==> src/rtl/prpe_pkg.sv <==
// Shared types and constants for the PageRank pass engine.
`timescale 1ns / 1ps
package prpe_pkg;

    localparam int KIND_W = 3;
    localparam int NODE_W = 10;
    localparam int PROB_W = 17;
    localparam int RANK_W = 32;
    localparam int DEV_W  = 64;
    localparam int NCNT_W = 11;
    localparam int DSUM_W = 42;
    localparam int CIDX_W = 2;

    localparam logic [PROB_W-1:0] ONE_Q16 = 17'd65536;

    localparam logic [KIND_W-1:0] KIND_START = 3'd0;
    localparam logic [KIND_W-1:0] KIND_EDGE  = 3'd1;
    localparam logic [KIND_W-1:0] KIND_DANG  = 3'd2;
    localparam logic [KIND_W-1:0] KIND_END   = 3'd3;
    localparam logic [KIND_W-1:0] KIND_READ  = 3'd4;

    localparam logic [CIDX_W-1:0] REG_NODE_COUNT = 2'd0;
    localparam logic [CIDX_W-1:0] REG_DAMPING    = 2'd1;
    localparam logic [CIDX_W-1:0] REG_THRESHOLD  = 2'd2;

    typedef enum logic [3:0] {
        ST_IDLE,
        ST_FILL,
        ST_EDGE_RD,
        ST_EDGE_MUL,
        ST_EDGE_WR,
        ST_DANG_RD,
        ST_DANG_ADD,
        ST_READ_RD,
        ST_READ_OUT,
        ST_DIV,
        ST_WALK,
        ST_RESP
    } state_t;

endpackage

==> src/rtl/prpe_div.sv <==
// Restoring divider, one quotient bit per cycle, for the dangling share.
`timescale 1ns / 1ps
module prpe_div #(
    parameter int NW = 11
) (
    input  logic                      aclk,
    input  logic                      aresetn,
    input  logic                      start,
    input  logic [prpe_pkg::DSUM_W-1:0] dividend,
    input  logic [NW-1:0]             divisor,
    output logic                      done,
    output logic [prpe_pkg::DSUM_W-1:0] quotient
);
    import prpe_pkg::*;

    logic [DSUM_W-1:0] q_reg, q_next;
    logic [NW-1:0]     rem_reg, rem_next;
    logic [5:0]        cnt_reg, cnt_next;
    logic              busy_reg, busy_next;
    logic              done_reg, done_next;
    logic [NW:0]       trial;
    logic              fits;

    always_comb begin
        trial     = {rem_reg, q_reg[DSUM_W-1]};
        fits      = trial >= {1'b0, divisor};
        q_next    = q_reg;
        rem_next  = rem_reg;
        cnt_next  = cnt_reg;
        busy_next = busy_reg;
        done_next = 1'b0;
        if (start) begin
            q_next    = dividend;
            rem_next  = '0;
            cnt_next  = 6'(DSUM_W);
            busy_next = 1'b1;
        end else if (busy_reg) begin
            rem_next = fits ? NW'(trial - {1'b0, divisor}) : trial[NW-1:0];
            q_next   = {q_reg[DSUM_W-2:0], fits};
            cnt_next = cnt_reg - 6'd1;
            if (cnt_reg == 6'd1) begin
                busy_next = 1'b0;
                done_next = 1'b1;
            end
        end
    end

    always_ff @(posedge aclk) begin
        if (!aresetn) begin
            busy_reg <= 1'b0;
            done_reg <= 1'b0;
            cnt_reg  <= '0;
        end else begin
            busy_reg <= busy_next;
            done_reg <= done_next;
            cnt_reg  <= cnt_next;
        end
        q_reg   <= q_next;
        rem_reg <= rem_next;
    end

    assign done     = done_reg;
    assign quotient = q_reg;
endmodule

==> config.mk <==
export PLATFORM = sky130hd
export DESIGN_NAME = prpe_div
export DESIGN_NICKNAME = d
export VERILOG_FILES = /design/src/rtl/prpe_pkg.sv /design/src/rtl/prpe_div.sv
export SDC_FILE = /design/constraint.sdc
export NUM_CORES = 1
export LEC_CHECK = 0
export BUFFER_PORTS_ARGS = -buffer_cell sky130_fd_sc_hd__buf_2
export CAP_MARGIN = 20
export CORE_UTILIZATION = 39
export DETAILED_ROUTE_END_ITERATION = 16
export GPL_TIMING_DRIVEN = 1
export PLACE_DENSITY_LB_ADDON = 0.3
export SYNTH_ARGS = -nofsm -noshare
export SYNTH_HDL_FRONTEND = slang
export SYNTH_SLANG_ARGS = --single-unit
==> constraint.sdc <==
create_clock -name aclk -period 2 [get_ports aclk]
set_input_delay 0.2 -clock aclk [delete_from_list [all_inputs] [get_ports aclk]]
set_output_delay 0.2 -clock aclk [all_outputs]
set_load 0.02 [all_outputs]
==> flow_summary.html <==
<table>
<tr><th>Metric</th><th>Value</th></tr>
<tr><th colspan="2">STA</th></tr>
<tr><td>RSZ-0062 raised after global routing</td><td>true</td></tr>
<tr><td>Hold violation count in the final report</td><td>0</td></tr>
<tr><td>Final period util</td><td>1.08</td></tr>
<tr><td>Number of max-slew violations in the final report</td><td>0</td></tr>
<tr><td>Slew of the pin with the lowest slew margin</td><td>0.431 ns</td></tr>
<tr><td>Slew margin rel.</td><td>0.711</td></tr>
<tr><td>Final setup vio count</td><td>11</td></tr>
<tr><td>Largest clock skew in the final design</td><td>0.00882 ns</td></tr>
<tr><td>Fmax</td><td>0.465 GHz</td></tr>
<tr><td>Final min period</td><td>2.15 ns</td></tr>
<tr><td>Least setup slack across all paths after layout</td><td>-0.153 ns</td></tr>
<tr><th colspan="2">Route</th></tr>
<tr><td>DRC viols</td><td>0</td></tr>
<tr><td>DRT antenna net count</td><td>0</td></tr>
<tr><td>DRC violation total after the first TritonRoute iteration</td><td>92</td></tr>
<tr><td>Vias after detailed routing</td><td>2505</td></tr>
<tr><td>Pre-antenna DRT Iters</td><td>4</td></tr>
<tr><td>Routed via count divided by cell count</td><td>5.00</td></tr>
<tr><td>Wire length per cell</td><td>14.7 um</td></tr>
<tr><td>Final routed wirelength across all metal layers</td><td>7.36 mm</td></tr>
<tr><th colspan="2">Clock network</th></tr>
<tr><td>Buffer type at the clock tree root</td><td>clkbuf_8</td></tr>
<tr><td>CTS tree</td><td>yes</td></tr>
<tr><td>Number of buffers inserted during clock tree synthesis</td><td>9</td></tr>
<tr><td>CTS Hold Bufs</td><td>0</td></tr>
<tr><td>Number of buffers on the longest clock path</td><td>2</td></tr>
<tr><td>Clock transition time at the flip-flop clock pins of the worst setup and hold paths</td><td>0.07 ns</td></tr>
<tr><td>Clock latency on the worst-skew pair</td><td>0.34 ns</td></tr>
<tr><td>H-tree lvl count</td><td>3</td></tr>
<tr><td>Clock sink count</td><td>61</td></tr>
<tr><th colspan="2">Cells and area</th></tr>
<tr><td>Growth of design area from synthesis to finish</td><td>32.6%</td></tr>
<tr><td>Number of nets in the layout</td><td>461</td></tr>
<tr><td>Number of flip-flops in the largest register</td><td>42</td></tr>
<tr><td>Diode count</td><td>0</td></tr>
<tr><td>Cell Count, Final, Fillers Out</td><td>501</td></tr>
<tr><td>Finished layout cell area</td><td>0.00435 mm2</td></tr>
<tr><td>Fraction of layout cells with a size suffix above 1</td><td>0.518</td></tr>
<tr><td>Final-layout fill cell count</td><td>737</td></tr>
<tr><td>Commonest non-fill, non-tap cell in the layout</td><td>buf_2</td></tr>
<tr><td>Most frequent cells in the layout</td><td>buf_2 (98), edfxtp_1 (42), mux2_2 (41), buf_4 (23), nor2_1 (20)</td></tr>
<tr><th colspan="2">Placement</th></tr>
<tr><td>Final GP Congestion</td><td>0.786</td></tr>
<tr><td>Setup slack after placement</td><td>-0.210 ns</td></tr>
<tr><td>DP Area</td><td>0.00402 mm2</td></tr>
<tr><td>Dpl hpwl</td><td>5.33 mm</td></tr>
<tr><td>Instance count after placement with tap cells included</td><td>483</td></tr>
<tr><td>Number of input and output port buffers inserted</td><td>98</td></tr>
<tr><th colspan="2">Power and ir drop</th></tr>
<tr><td>Static leakage power</td><td>0.00186 uW</td></tr>
<tr><td>PnR Total Power</td><td>3730 uW</td></tr>
<tr><td>Peak supply drop</td><td>0.000508 V</td></tr>
<tr><td>Power density over the cells</td><td>857 mW/mm2</td></tr>
<tr><th colspan="2">Setup path</th></tr>
<tr><td>Reg2reg setup slack</td><td>-0.15 ns</td></tr>
<tr><td>Reg-to-reg critical path endpoint</td><td>rem_reg[10]</td></tr>
<tr><td>Startpoint kind of the worst setup timing path</td><td>flip-flop</td></tr>
<tr><td>Register-to-Register Path Depth</td><td>10</td></tr>
<tr><td>Worst setup endpoint</td><td>rem_reg[10]</td></tr>
<tr><td>Crit path launch</td><td>quotient[41]</td></tr>
<tr><td>Highest net fanout along the worst path</td><td>4</td></tr>
<tr><td>Type of the setup path with the least slack</td><td>flip-flop to flip-flop</td></tr>
<tr><td>Reg-to-reg startpoint</td><td>quotient[41]</td></tr>
<tr><td>Sort of element at the end of the critical path</td><td>flip-flop</td></tr>
<tr><td>Data required time at the worst endpoint</td><td>2.25 ns</td></tr>
<tr><td>Data arrival at the endpoint of the critical path</td><td>2.40 ns</td></tr>
<tr><th colspan="2">Synthesis</th></tr>
<tr><td>Dominant register cell in the synthesized netlist</td><td>edfxtp_1</td></tr>
<tr><td>Instance count of the mapped netlist</td><td>267</td></tr>
<tr><td>Post-synthesis net count</td><td>337</td></tr>
<tr><td>Warnings from Yosys</td><td>0</td></tr>
<tr><td>Fraction of synthesis flops using an asynchronous set or reset pin</td><td>0</td></tr>
<tr><td>Mean Syn Cell Area</td><td>12.3 um2</td></tr>
<tr><td>Number of different library cells in the post-synthesis netlist</td><td>50</td></tr>
<tr><td>Total standard cell area after synthesis</td><td>0.00328 mm2</td></tr>
<tr><td>Post-synth EDFFs</td><td>42</td></tr>
<tr><td>Flop and latch count out of synthesis</td><td>61</td></tr>
<tr><td>Sequential element share of the synthesized area</td><td>0.501</td></tr>
<tr><th colspan="2">GRT</th></tr>
<tr><td>Antenna violations before repair</td><td>0</td></tr>
<tr><td>Largest net degree at the start of global routing</td><td>34</td></tr>
<tr><td>First-pass GRT wire length</td><td>11.5 mm</td></tr>
<tr><td>Vias in the first global route</td><td>2399</td></tr>
<tr><td>Global route total overflow</td><td>0</td></tr>
<tr><td>Overall routing resource usage</td><td>0.172</td></tr>
<tr><th colspan="2">Worst hold path</th></tr>
<tr><td>Type of the tightest min-delay check</td><td>input pin to flip-flop</td></tr>
<tr><th colspan="2">Die</th></tr>
<tr><td>Die Width</td><td>93.7 um</td></tr>
<tr><td>Area of the core</td><td>0.00818 mm2</td></tr>
<tr><td># IOs</td><td>99</td></tr>
<tr><td>Number of rows created at floorplan</td><td>33</td></tr>
<tr><td>Effective utilization at floorplan</td><td>0.401</td></tr>
<tr><td>Die Height</td><td>93.7 um</td></tr>
<tr><td>Die footprint</td><td>0.00878 mm2</td></tr>
<tr><th colspan="2">Status</th></tr>
<tr><td>Failing checks</td><td>setup timing</td></tr>
<tr><td>Result of the run</td><td>complete, but fails checks</td></tr>
<tr><th colspan="2">Run</th></tr>
<tr><td>Max-cap check violation count</td><td>0</td></tr>
</table>
-- area by class of cell --
| type | count | area [um2] | area share |
|---|---|---|---|
| flip-flops and latches | 61 | 1640 | 0.378 |
| multi-input cells | 178 | 1600 | 0.368 |
| repair buffers | 124 | 706 | 0.162 |
| well taps | 105 | 131 | 0.0302 |
| clock buffers | 10 | 128 | 0.0294 |
| clock inverters | 6 | 77.6 | 0.0178 |
| inverters | 17 | 63.8 | 0.0147 |
-- how the worst min path moves through the flow --
| stage | start | to | slack [ns] | depth (start not counted) |
|---|---|---|---|---|
| 6_report | aresetn | cnt_reg[3] | 0.14 | 2 |
| 5_1_grt | aresetn | cnt_reg[3] | 0.13 | 2 |
| 4_1_cts | aresetn | cnt_reg[3] | 0.12 | 2 |
| 3_5_place_dp | cnt_reg[0] | cnt_reg[0] | 0.48 | 2 |
| 3_3_place_gp | cnt_reg[0] | cnt_reg[0] | 0.46 | 2 |
| 2_1_floorplan | aresetn | cnt_reg[3] | 0.32 | 1 |
-- routing by layer --
| layer | vias to the layer above | global-route usage | wire, um |
|---|---|---|---|
| met4 | 0 | 0.0551 | 97 |
| met3 | 10 | 0.0485 | 263 |
| met1 | 1210 | 0.206 | 3160 |
| met5 | - | 0 | 0 |
| li1 | 1233 | - | - |
| met2 | 52 | 0.297 | 3840 |
-- power breakdown --
part           internal, uW  leakage [uW]  total (uW)  switching (uW)
Sequential             1500      0.000580        1580            74.3
Combinational           463       0.00118         987             524
Clock                   689      0.000105        1160             473
Total                  2650       0.00186        3730            1070
-- logic make-up after synthesis --
logic type,Yosys count,share of synthesized area
flip-flops,61,0.501
adder cells (fa/ha/maj),14,0.0557
buffers and inverters,29,0.0405
AND/OR/NAND/NOR,60,0.103
AO/OA/AOI/OAI,45,0.110
multiplexers,49,0.166
XOR/XNOR,9,0.0240
-- worst max-delay path, cell delays in order, from the launching register on --
cell and delay, ns:
edfxtp_1 0.42, inv_2 0.09, ha_4 0.13, fa_2 0.23, nor2b_4 0.05, o31a_4 0.28, o21ai_4 0.23, buf_6 0.15
mux2i_1 0.17, o21ai_1 0.09, a311oi_2 0.22
-- Yosys cell counts, types with 2 or more instances --
cell type / n / share of area
a211oi_1: 5 / 0.011
a211oi_2: 2 / 0.0076
a21boi_0: 2 / 0.0046
a21oi_1: 9 / 0.014
a311oi_2: 2 / 0.0092
buf_1: 6 / 0.0069
clkbuf_1: 2 / 0.0023
dfxtp_1: 19 / 0.12
edfxtp_1: 42 / 0.38
ha_1: 13 / 0.050
inv_1: 17 / 0.019
mux2_2: 42 / 0.14
mux2i_1: 7 / 0.021
nand2_1: 13 / 0.015
nand2b_1: 4 / 0.0076
nand3_1: 5 / 0.0076
nor2_1: 20 / 0.023
nor2b_1: 2 / 0.0038
nor3_1: 3 / 0.0046
nor4_4: 2 / 0.013
o211ai_1: 3 / 0.0069
o21a_1: 3 / 0.0069
o21ai_0: 7 / 0.011
o21ai_4: 2 / 0.0099
o22ai_1: 2 / 0.0038
or3_1: 2 / 0.0038
xnor2_1: 8 / 0.021
-- stage by stage --
stage               setup TNS [ns]  hold WS [ns]   util
detailed placement           -1.94         0.481  0.492
finish                      -0.885         0.144  0.532
CTS                          -1.64         0.125  0.521
global route                 -1.94         0.127  0.532
global placement            -0.997         0.463  0.492
floorplan                    -1.89         0.317      -
-- what timing repair did --
item | CTS | global route
endpoints found under the hold margin | 0 | 0
pin swaps | 8 | 10
cloned | 1 | 0
setup buffers | 0 | 1
resized for setup | 5 | 13
setup endpoints to repair | 12 | 12
(Power assumes the default switching activity.)
